<file path="src/sv/sird_pkg.sv">
// Shared constants, types and helpers for the signed integer to radix digit converter.
package sird_pkg;

  // Field and storage widths fixed by the interface.
  localparam int NUM_W = 32;
  localparam int CHAR_W = 8;
  localparam int RADIX_W = 5;
  localparam int ALPHA_CHARS = 16;
  localparam int ALPHA_IDX_W = 4;
  localparam int ALPHA_W = ALPHA_CHARS * CHAR_W;
  localparam int CFG_INDEX_W = 2;
  localparam int CFG_DATA_W = 64;

  // Worst case digit count, reached with radix two.
  localparam int MAX_DIGITS = NUM_W;
  localparam int DEFAULT_MAX_RADIX = 16;

  // Configuration register indexes.
  localparam logic [CFG_INDEX_W-1:0] REG_RADIX = 2'd0;
  localparam logic [CFG_INDEX_W-1:0] REG_ALPHA_LO = 2'd1;
  localparam logic [CFG_INDEX_W-1:0] REG_ALPHA_HI = 2'd2;

  // Reset contents: radix ten with the characters "0123456789".
  localparam logic [RADIX_W-1:0] RADIX_RESET = 5'd10;
  localparam logic [CFG_DATA_W-1:0] ALPHA_LO_RESET = 64'h3736_3534_3332_3130;
  localparam logic [CFG_DATA_W-1:0] ALPHA_HI_RESET = 64'h0000_0000_0000_3938;

  // Sign characters.
  localparam logic [CHAR_W-1:0] CH_PLUS = 8'h2B;
  localparam logic [CHAR_W-1:0] CH_MINUS = 8'h2D;

  // Result of the alphabet check.
  typedef struct packed {
    logic done;
    logic ok;
  } chk_status_t;

  // Selects one character byte of the packed alphabet.
  function automatic logic [CHAR_W-1:0] digit_char(input logic [ALPHA_W-1:0] alpha,
                                                   input logic [ALPHA_IDX_W-1:0] idx);
    return alpha[{idx, 3'b000} +: CHAR_W];
  endfunction

endpackage

</file>
<file path="src/sv/signed_int_to_radix_digits.sv">
// Top level of the signed integer to radix digit converter.
// A request is taken when start is high and busy is low; the block then checks
// the alphabet, one character per cycle, and, if it is valid, divides the
// magnitude by the radix on a bit-serial divider, once for each digit.
// Characters then appear one per cycle on out_char with strobe high, a leading
// '-' for negative numbers, and last_char on the final digit; the receiver must
// take each one in that cycle. An invalid alphabet ends the request with no
// output. Configuration must be written only while busy is low; the block
// itself does not enforce it.
module signed_int_to_radix_digits import sird_pkg::*; #(
  parameter int MAX_RADIX = DEFAULT_MAX_RADIX
) (
  input  logic                   clk,
  input  logic                   rst,
  input  logic                   start,
  output logic                   busy,
  input  logic signed [NUM_W-1:0] number,
  output logic                   strobe,
  output logic [CHAR_W-1:0]      out_char,
  output logic                   last_char,
  input  logic                   cfg_we,
  input  logic [CFG_INDEX_W-1:0] cfg_index,
  input  logic [CFG_DATA_W-1:0]  cfg_data
);

  localparam int DIG_W = $clog2(MAX_RADIX);
  localparam int CNT_W = $clog2(MAX_DIGITS + 1);

  typedef enum logic [2:0] {
    S_IDLE,
    S_CHECK,
    S_DIVIDE,
    S_SIGN,
    S_EMIT
  } state_t;

  state_t             state;
  logic [RADIX_W-1:0] radix_length;
  logic [CFG_DATA_W-1:0] alpha_lo;
  logic [CFG_DATA_W-1:0] alpha_hi;
  logic [ALPHA_W-1:0] alphabet;
  logic [NUM_W-1:0]   value;
  logic               neg;
  logic [CNT_W-1:0]   count;
  logic               chk_go;
  logic               div_go;
  chk_status_t        chk_status;
  logic               div_done;
  logic [NUM_W-1:0]   quotient;
  logic [DIG_W-1:0]   remainder;
  logic               push;
  logic               pop;
  logic [DIG_W-1:0]   stack_top;

  // Configuration registers.
  always_ff @(posedge clk) begin
    if (rst) begin
      radix_length <= RADIX_RESET;
      alpha_lo <= ALPHA_LO_RESET;
      alpha_hi <= ALPHA_HI_RESET;
    end else if (cfg_we) begin
      unique case (cfg_index)
        REG_RADIX:    radix_length <= cfg_data[RADIX_W-1:0];
        REG_ALPHA_LO: alpha_lo <= cfg_data;
        REG_ALPHA_HI: alpha_hi <= cfg_data;
        default:      ;
      endcase
    end
  end

  assign alphabet = {alpha_hi, alpha_lo};

  sird_alpha_chk #(
    .MAX_RADIX(MAX_RADIX)
  ) u_alpha_chk (
    .clk(clk),
    .rst(rst),
    .start(chk_go),
    .radix_length(radix_length),
    .alphabet(alphabet),
    .status(chk_status)
  );

  sird_divider #(
    .DIG_W(DIG_W)
  ) u_divider (
    .clk(clk),
    .rst(rst),
    .start(div_go),
    .dividend(value),
    .divisor(radix_length[DIG_W:0]),
    .done(div_done),
    .quotient(quotient),
    .remainder(remainder)
  );

  // Remainders go on the stack as they come; digits leave while emitting.
  assign push = (state == S_DIVIDE) && div_done;
  assign pop = (state == S_EMIT);

  sird_digit_stack #(
    .DIG_W(DIG_W),
    .DEPTH(MAX_DIGITS)
  ) u_digit_stack (
    .clk(clk),
    .push(push),
    .pop(pop),
    .din(remainder),
    .dout(stack_top)
  );

  // Sequencer: check, divide digit by digit, then emit the sign (if negative) and digits.
  always_ff @(posedge clk) begin
    if (rst) begin
      state <= S_IDLE;
      strobe <= 1'b0;
      chk_go <= 1'b0;
      div_go <= 1'b0;
      count <= '0;
    end else begin
      strobe <= 1'b0;
      chk_go <= 1'b0;
      div_go <= 1'b0;
      unique case (state)
        S_IDLE: begin
          if (start) begin
            neg <= number[NUM_W-1];
            value <= number[NUM_W-1] ? (~number + NUM_W'(1)) : number;
            chk_go <= 1'b1;
            state <= S_CHECK;
          end
        end
        S_CHECK: begin
          if (chk_status.done) begin
            if (chk_status.ok) begin
              div_go <= 1'b1;
              count <= '0;
              state <= S_DIVIDE;
            end else begin
              state <= S_IDLE;
            end
          end
        end
        S_DIVIDE: begin
          if (div_done) begin
            value <= quotient;
            count <= count + 1'b1;
            if ((quotient != '0) && (count < CNT_W'(MAX_DIGITS - 1))) begin
              div_go <= 1'b1;
            end else begin
              state <= neg ? S_SIGN : S_EMIT;
            end
          end
        end
        S_SIGN: begin
          strobe <= 1'b1;
          out_char <= CH_MINUS;
          last_char <= 1'b0;
          state <= S_EMIT;
        end
        S_EMIT: begin
          strobe <= 1'b1;
          out_char <= digit_char(alphabet, ALPHA_IDX_W'(stack_top));
          last_char <= (count == CNT_W'(1));
          count <= count - 1'b1;
          if (count == CNT_W'(1)) begin
            state <= S_IDLE;
          end
        end
        default: begin
          state <= S_IDLE;
        end
      endcase
    end
  end

  assign busy = (state != S_IDLE);

endmodule

</file>
<file path="src/sv/sird_alpha_chk.sv">
// Alphabet checker: tests one character per cycle against the sign characters and all later ones in use.
module sird_alpha_chk import sird_pkg::*; #(
  parameter int MAX_RADIX = DEFAULT_MAX_RADIX
) (
  input  logic                 clk,
  input  logic                 rst,
  input  logic                 start,
  input  logic [RADIX_W-1:0]   radix_length,
  input  logic [ALPHA_W-1:0]   alphabet,
  output chk_status_t          status
);

  localparam int IDX_W = $clog2(MAX_RADIX);

  logic [IDX_W-1:0]  idx;
  logic              running;
  logic              ok;
  logic              done;
  logic [CHAR_W-1:0] cur;
  logic              in_use;
  logic              hit;
  logic              range_ok;

  // The radix must lie between two and the largest supported radix.
  assign range_ok = (radix_length >= RADIX_W'(2)) && (radix_length <= RADIX_W'(MAX_RADIX));

  // Compare the current character with the sign characters and every later one in use.
  always_comb begin
    cur = digit_char(alphabet, ALPHA_IDX_W'(idx));
    in_use = RADIX_W'(idx) < radix_length;
    hit = (cur == CH_PLUS) || (cur == CH_MINUS);
    for (int j = 0; j < MAX_RADIX; j++) begin
      if ((j > int'(idx)) && (RADIX_W'(j) < radix_length) &&
          (digit_char(alphabet, ALPHA_IDX_W'(j)) == cur)) begin
        hit = 1'b1;
      end
    end
    hit = hit && in_use;
  end

  // Sweep over the character positions, one per cycle.
  always_ff @(posedge clk) begin
    if (rst) begin
      running <= 1'b0;
      done <= 1'b0;
      ok <= 1'b0;
      idx <= '0;
    end else begin
      done <= 1'b0;
      if (start) begin
        running <= 1'b1;
        idx <= '0;
        ok <= range_ok;
      end else if (running) begin
        if (hit) begin
          ok <= 1'b0;
        end
        if (idx == IDX_W'(MAX_RADIX - 1)) begin
          running <= 1'b0;
          done <= 1'b1;
        end else begin
          idx <= idx + 1'b1;
        end
      end
    end
  end

  assign status.done = done;
  assign status.ok = ok;

endmodule

</file>
<file path="src/sv/sird_divider.sv">
// Bit-serial restoring divider: one quotient bit per cycle over a narrow remainder.
module sird_divider import sird_pkg::*; #(
  parameter int DIG_W = 4
) (
  input  logic             clk,
  input  logic             rst,
  input  logic             start,
  input  logic [NUM_W-1:0] dividend,
  input  logic [DIG_W:0]   divisor,
  output logic             done,
  output logic [NUM_W-1:0] quotient,
  output logic [DIG_W-1:0] remainder
);

  localparam int STEP_W = $clog2(NUM_W);

  logic [NUM_W-1:0]  q;
  logic [DIG_W-1:0]  r;
  logic [STEP_W-1:0] step;
  logic              running;
  logic [DIG_W:0]    trial;
  logic              ge;
  logic [DIG_W:0]    diff;

  // One step: bring down the next dividend bit and subtract when it fits.
  always_comb begin
    trial = {r, q[NUM_W-1]};
    ge = trial >= divisor;
    diff = trial - divisor;
  end

  // The dividend shifts out at the top while quotient bits shift in at the bottom.
  always_ff @(posedge clk) begin
    if (rst) begin
      running <= 1'b0;
      done <= 1'b0;
      step <= '0;
    end else begin
      done <= 1'b0;
      if (start) begin
        running <= 1'b1;
        step <= '0;
        q <= dividend;
        r <= '0;
      end else if (running) begin
        q <= {q[NUM_W-2:0], ge};
        r <= ge ? diff[DIG_W-1:0] : trial[DIG_W-1:0];
        if (step == STEP_W'(NUM_W - 1)) begin
          running <= 1'b0;
          done <= 1'b1;
        end else begin
          step <= step + 1'b1;
        end
      end
    end
  end

  assign quotient = q;
  assign remainder = r;

endmodule

</file>
<file path="src/sv/sird_digit_stack.sv">
// Digit stack: a shift register that takes digits least significant first and
// gives them back most significant first.
module sird_digit_stack #(
  parameter int DIG_W = 4,
  parameter int DEPTH = 32
) (
  input  logic             clk,
  input  logic             push,
  input  logic             pop,
  input  logic [DIG_W-1:0] din,
  output logic [DIG_W-1:0] dout
);

  logic [DIG_W-1:0] slots [DEPTH];

  // Push moves every entry one place down, pop one place up.
  always_ff @(posedge clk) begin
    if (push) begin
      slots[0] <= din;
      for (int k = 1; k < DEPTH; k++) begin
        slots[k] <= slots[k-1];
      end
    end else if (pop) begin
      for (int k = 0; k < DEPTH - 1; k++) begin
        slots[k] <= slots[k+1];
      end
    end
  end

  assign dout = slots[0];

endmodule

</file>
<file path="config.mk">
export PLATFORM = sky130hd
export DESIGN_NAME = signed_int_to_radix_digits
export DESIGN_NICKNAME = d
export VERILOG_FILES = /design/src/sv/sird_pkg.sv /design/src/sv/signed_int_to_radix_digits.sv /design/src/sv/sird_alpha_chk.sv /design/src/sv/sird_divider.sv /design/src/sv/sird_digit_stack.sv
export SDC_FILE = /design/constraint.sdc
export NUM_CORES = 1
export LEC_CHECK = 0
export BUFFER_PORTS_ARGS = -buffer_cell sky130_fd_sc_hd__buf_4
export CORE_MARGIN = 2
export CORE_UTILIZATION = 40
export DETAILED_ROUTE_END_ITERATION = 10
export SLEW_MARGIN = 25
export SYNTH_ARGS = -nofsm -noshare
export SYNTH_HDL_FRONTEND = slang
export SYNTH_SLANG_ARGS = --single-unit
</file>
<file path="constraint.sdc">
create_clock -name clk -period 12.5 [get_ports clk]
set_input_delay 1.25 -clock clk [delete_from_list [all_inputs] [get_ports clk]]
set_output_delay 1.25 -clock clk [all_outputs]
set_load 0.02 [all_outputs]
</file>
* Word level (Yosys, flattened, before mapping)
Memory sizes are Yosys's and may differ from the RTL's. Index checks and enable logic that the tools add are counted.
Word-level totals: register bits after elaboration 237, bits in writable memories 128, output and inout port bits 11, logic and storage cells 289, memories 1
Memories:
- u_digit_stack.slots | words 32, bits a word 4, read ports 32, clocked after memory_dff 0, write ports 32, line sird_digit_stack.sv:14 | logic [DIG_W-1:0] slots [DEPTH];
Cells by class: $add $sub $neg 6, magnitude comparators 35, eq/ne operators 32, shift operators 2, muxes and demuxes 91, bitwise operators 38, reductions and logical operators 63
Operators with widths (number):
- 128-bit by 8-bit variable part select with 8-bit output | 2
- 32-bit two-way mux | 5
- 4-bit two-way mux | 33
- 8-bit equality test | 15
- 32-bit case mux with 2 select lines | 1
- 4-bit by 5-bit < comparator with 1-bit output (first input constant) | 8
- 1-bit two-way mux | 37
- 1-bit logical AND | 34
- 32-bit by 2-bit adder with 32-bit output (second input constant) | 1
- 4-bit > comparator (first input constant) | 8
- 32-bit NOT | 1
- 32-bit nonzero test | 1
- 1-bit bitwise OR | 31
- 3-bit by 5-bit < comparator with 1-bit output (first input constant) | 4
- 3-bit two-way mux | 6
- 6-bit two-way mux | 3
- 6-bit case mux with 3 select lines | 1
- 8-bit by 6-bit equality test with 1-bit output (second input constant) | 2
- 3-bit by 4-bit > comparator with 1-bit output (first input constant) | 4
- 8-bit case mux with 2 select lines | 1
- 2-bit AND reduction | 8
- 3-bit case mux with 5 select lines | 1
- 2-bit by 5-bit < comparator with 1-bit output (first input constant) | 2
- 2-bit nonzero test | 5
- 35 further kinds | 53

* Longest topological paths before layout
word-level depth 22, depth in mapped cells 13

* Modules after synthesis
Synthesis repeated with hierarchy kept, for this count alone.
Second synthesis, totals: cell total of the unflattened synthesis 1779, area total of the unflattened synthesis 19921.6 um^2
By module, submodules not included:
- signed_int_to_radix_digits | times used 1, cells each 954, area an instance 8703.3 um^2
- sird_digit_stack | times used 1, cells each 272, area an instance 5744.3 um^2
- sird_alpha_chk | times used 1, cells each 410, area an instance 3443.3 um^2
- sird_divider | times used 1, cells each 143, area an instance 2030.7 um^2

* Least setup slack after synthesis
No wires, ideal clock.
kind flip-flop to flip-flop, start point register state[0], end point memory u_digit_stack.slots[0][0], enable pin, setup time 1.093 ns, data arrival time 3.134 ns, data required time 11.407 ns, path slack 8.272 ns, cell stages (with the launch flop) 7, buffers on the path 2, cells stage by stage dfxtp_1 -> nor2_1 -> and2_1 -> clkbuf_1 -> nand2_1 -> clkbuf_1 -> nand2_1
RTL lines:
- start: declaration | line signed_int_to_radix_digits.sv:37 | state_t state;
- start signal: assignment | line signed_int_to_radix_digits.sv:151 | state <= neg ? S_SIGN : S_EMIT;
- end: declaration | line sird_digit_stack.sv:14

* Final worst setup path
start point register u_alpha_chk.idx[1], end point register u_alpha_chk.ok
On the way: word-level cells in the longest chain between the ends 21
Ends and longest elaborated chain:
- start: declaration | line sird_alpha_chk.sv:15 | logic [IDX_W-1:0] idx;
- start signal: assignment | line sird_alpha_chk.sv:62 | idx <= idx + 1'b1;
- 128-bit by 8-bit variable part select with 8-bit output / 1-bit by 4-bit > comparator with 1-bit output (equally long branches) | line sird_pkg.sv:41, sird_alpha_chk.sv:33
- 8-bit by 6-bit equality test with 1-bit output (tied with other cells) | line sird_alpha_chk.sv:31 | hit = (cur == CH_PLUS) || (cur == CH_MINUS);
- 1-bit logical OR / 1-bit logical AND (equally long branches) | line sird_alpha_chk.sv:31, sird_alpha_chk.sv:33
- 1-bit two-way mux (15 in series) | line sird_alpha_chk.sv:33 | if ((j > int'(idx)) && (RADIX_W'(j) < radix_length) &&
- 1-bit logical AND * | line sird_alpha_chk.sv:38 | hit = hit && in_use;
- 2-bit nonzero test (no line) *
- 2-bit AND reduction (no line) *
- end signal: assignment | line sird_alpha_chk.sv:53 | ok <= range_ok;
- end: declaration | line sird_alpha_chk.sv:17 | logic ok;
Mark *: on every way between the ends. The rest lies on a longest branch, timed or not. A chain may end at the register's enable or synchronous reset.

==> flow_summary_export.csv <==
group,metric,value,unit
run_status,run_status,"complete, no violations",
die,die_h,224.1,µm
global_route,first_pass_grt_wire_length,82.46,mm
routing,post_drt_wl_per_cell,19.58,µm
timing,timing.slew.headroom,0.2285,
clocking,clk_path_buf_depth,3,
power,switching_share_of_power,0.2421,
timing,min_period_over_period,0.3173,
worst_setup_path,crit_buf_inv,1,
die,floorplan.initialDensity,0.4058,
final_layout,antennaDiodeCount,0,
synth,synthesis.yosys.warnings,0,
global_route,number_of_antenna_violations_at_the_first_check_in_global_routing,1,
die,die_outline_area,50210,µm²
timing,post-route-worst-setup-slack,8.533,ns
placed_design,port-buffer-count,112,
worst_hold_path,hold-path-cell-count,2,
clocking,htreeDepth,2,
worst_setup_path,critical_path_depth,9,
power,cell_internal_power,2115,µW
worst_hold_path,min_path_type,"flip-flop to flip-flop",
timing,final-hold-violation-count,0,
clocking,post_cts.repair.setup_buffers,0,
power,p_sw,675.5,µW
global_route,maximum_number_of_pins_on_one_net_before_global_route_repair,93,
timing,timing.clock.skew,0.01880,ns
clocking,clkSinkCount,365,
synth,part_of_the_yosys_area_used_for_sequential_elements,0.4836,
worst_setup_path,worst_ep_arrival_time,4.49,ns
timing,final-setup-viol-count,0,
final_layout,finish.net_count,2192,
power,power.density_cell_area,126.6,nW/µm²
clocking,clk_transition_reported_paths,0.07,ns
routing,post-route-drc-count,0,
placed_design,dpl.hpwl,37.05,mm
routing,avgViaCountPerCell,5.520,
synth,ys_seq_elements,365,
final_layout,drive_above_1_share,0.1587,
synth,synth-async-reset-ratio,0,
worst_setup_path,setup.worst_path.end_class,"flip-flop",
worst_setup_path,worstSetupStartpointType,"flip-flop",
timing,fin_setup_tns,0,ns
clocking,cts_made_buffers,42,
routing,ant_nets,0,
clocking,tritoncts,"built",
synth,synth-edff-count,206,
synth,synth_nets,2150,
power,finalPower,2790,µW
power,power.share.combinational,0.089,
placed_design,pre_cts_slack,8.271,ns
worst_setup_path,worst_path_top_cell_family_by_delay,"compound AO/OA/AOI/OAI gates",
worst_setup_path,crit_fanout,49,
run,drv_cap,0,
routing,routed_wirelength,53.24,mm
synth,synthFlopType,"sky130_fd_sc_hd__edfxtp_1",
synth,synth_cells,2030,
worst_setup_path,worst-r2r-cell-count,9,
timing,rsz0062_at_grt,"false",
worst_setup_path,setup.worst_path.class,"flip-flop to flip-flop",
power,leakage,0.008266,µW
die,number_of_primary_i_o_pins,113,
synth,netlist-cell-type-count,80,
routing,vias_after_detailed_routing,15010,
clocking,cts.repair.resized,0,
die,core_region_area,47750,µm²
final_layout,fillers,4529,
clocking,hold_buffers,0,
power,pwr-share-clk,0.438,
routing,drt_first_iter_violations,1409,
die,die_width,224.1,µm
final_layout,syn2layout_area_growth,13.79,%
global_route,grt_usage,0.2098,
synth,syn_area,19370,µm²
worst_setup_path,critPathSlowestCell,"sky130_fd_sc_hd__a2111oi_0",
timing,post-route-min-period,3.967,ns
clocking,clkLatencyLatePin,0.58,ns
timing,maxSlewViolCount,0,
global_route,grt_remaining_overflow,0,
timing,max_clock_freq,252.1,MHz
worst_setup_path,critical_path_required,13.02,ns
power,share_seq_of_total_power,0.473,
routing,detailedRoute.firstPassIterationCount,5,
placed_design,globalplace.congestion,0.9231,
clocking,cts_root_buf,"sky130_fd_sc_hd__clkbuf_16",
global_route,via_count_of_the_first_global_routing_pass,14230,
worst_setup_path,critical_path.cell_chain,"buf_4 -> mux4_2 -> a2bb2oi_1 -> a22o_1 -> xor2_1 -> nor4_1 -> and4_1 -> a2111oi_0 -> a32o_1",
timing,tightestPinTransition,1.128,ns
synth,synth_area_per_cell,9.544,µm²
worst_setup_path,worst_path_largest_cell_delay,0.83,ns
die,rows,80,
power,vdd_ir_drop_max,85.21,µV
## flip-flops by register name (all words and copies together), names as in the netlist, 3 cells and up
| register | flops |
|---|---|
| u_digit_stack.slots | 128 |
| alpha_hi | 64 |
| alpha_lo | 64 |
| u_divider.quotient | 32 |
| value | 32 |
| out_char | 8 |
| count | 6 |
| radix_length | 5 |
| u_divider.step | 5 |
| u_alpha_chk.idx | 4 |
| u_divider.remainder | 4 |
| state | 3 |
## routing by layer
layer	GRT usage	up-vias	routed length [µm]
met5	0	-	0
met4	0.06538	0	1457
met3	0.03502	83	3162
met2	0.3167	464	23520
met1	0.3074	7325	25100
li1	-	7138	-
## final cells by class
class	count	area [µm²]	share of cell area
clock buffers	55	1151	0.05221
clock inverters	21	222.7	0.01010
inverters	23	86.33	0.003916
multi-input cells	1505	9380	0.4255
flip-flops and latches	365	9370	0.4250
well taps	615	769.5	0.03490
repair buffers	135	1066	0.04835
## cells in the mapped netlist, drive strengths merged (10+ instances only)
master | instances | share of area
nor4 | 21 | 0.0068
o21ai | 65 | 0.017
mux2 | 42 | 0.024
inv | 23 | 0.0045
xnor2 | 59 | 0.027
nand2b | 14 | 0.0049
nand2 | 700 | 0.14
mux4 | 61 | 0.071
buf | 39 | 0.011
ha | 17 | 0.011
dfxtp | 159 | 0.16
clkbuf | 98 | 0.019
mux2i | 23 | 0.013
nand3 | 21 | 0.0054
nor2 | 64 | 0.013
xor2 | 89 | 0.040
a21oi | 126 | 0.033
edfxtp | 206 | 0.32
o31ai | 10 | 0.0041
nor3 | 17 | 0.0044
nand3b | 40 | 0.015
a2111oi | 10 | 0.0045
nand4 | 13 | 0.0042
## final timing paths
kind,startpoint,endpoint,slack (ns)
worst min-delay path,u_divider.running,u_divider.done,0.45
worst max register to register,u_alpha_chk.idx[1],u_alpha_chk.ok,8.53
worst max-delay path,u_alpha_chk.idx[1],u_alpha_chk.ok,8.53
worst min register to register,u_divider.running,u_divider.done,0.45
## worst min-delay path: stages (launching register included)
cell                      delay [ns]
sky130_fd_sc_hd__dfxtp_1        0.32
sky130_fd_sc_hd__nand2_1        0.06
sky130_fd_sc_hd__nor2_1         0.03
## cell families (layout without fill, tap and decap cells)
kind of cell	Yosys count	after routing	synth area share
compound gates	276	276	0.08706
flops	365	365	0.4836
fa+ha+maj	18	18	0.01201
simple gates	937	937	0.2080
mux	126	126	0.1079
xor+xnor	148	148	0.06691
buf+inv	160	234	0.03462
## power groups by stage
| stage | Clock, µW | Sequential, µW | Combinational [µW] |
|---|---|---|---|
| global route | 1300 | 1320 | 268 |
| CTS | 1260 | 1320 | 246 |
| finish | 1220 | 1320 | 247 |
| global placement | 0 | 1340 | 239 |
| detailed placement | 0 | 1340 | 245 |
| floorplan | 0 | 1330 | 162 |
## metrics by stage
step	utilization	hold WS (ns)	instance area, µm²	cells
3_3_place_gp	0.4312	0.4313	20590	2640
3_5_place_dp	0.4329	0.4392	20670	2643
6_report	0.4617	0.4466	22050	2719
2_1_floorplan	-	0.4181	19370	2030
5_1_grt	0.4617	0.4639	22050	2719
4_1_cts	0.4616	0.4499	22040	2719
## placed cells by master, fill, tap and decap left out, types with 17 or more instances in the layout
master                      netlist  layout
sky130_fd_sc_hd__buf_4            9     132
sky130_fd_sc_hd__mux2i_1         22      22
sky130_fd_sc_hd__edfxtp_1       206     206
sky130_fd_sc_hd__mux2_2          42      42
sky130_fd_sc_hd__clkbuf_16        0      43
sky130_fd_sc_hd__nand3_1         21      21
sky130_fd_sc_hd__nand3b_1        40      40
sky130_fd_sc_hd__nor4_1          21      21
sky130_fd_sc_hd__nor3_1          17      17
sky130_fd_sc_hd__ha_1            17      17
sky130_fd_sc_hd__xor2_1          89      89
sky130_fd_sc_hd__dfxtp_1        159     158
sky130_fd_sc_hd__nand2_1        698     695
sky130_fd_sc_hd__mux4_2          61      61
sky130_fd_sc_hd__a21oi_1        124     123
sky130_fd_sc_hd__xnor2_1         59      59
sky130_fd_sc_hd__o21ai_0         60      60
sky130_fd_sc_hd__nor2_1          63      62
sky130_fd_sc_hd__inv_1           21      21
Note: power is estimated with default switching activity, not from simulation.
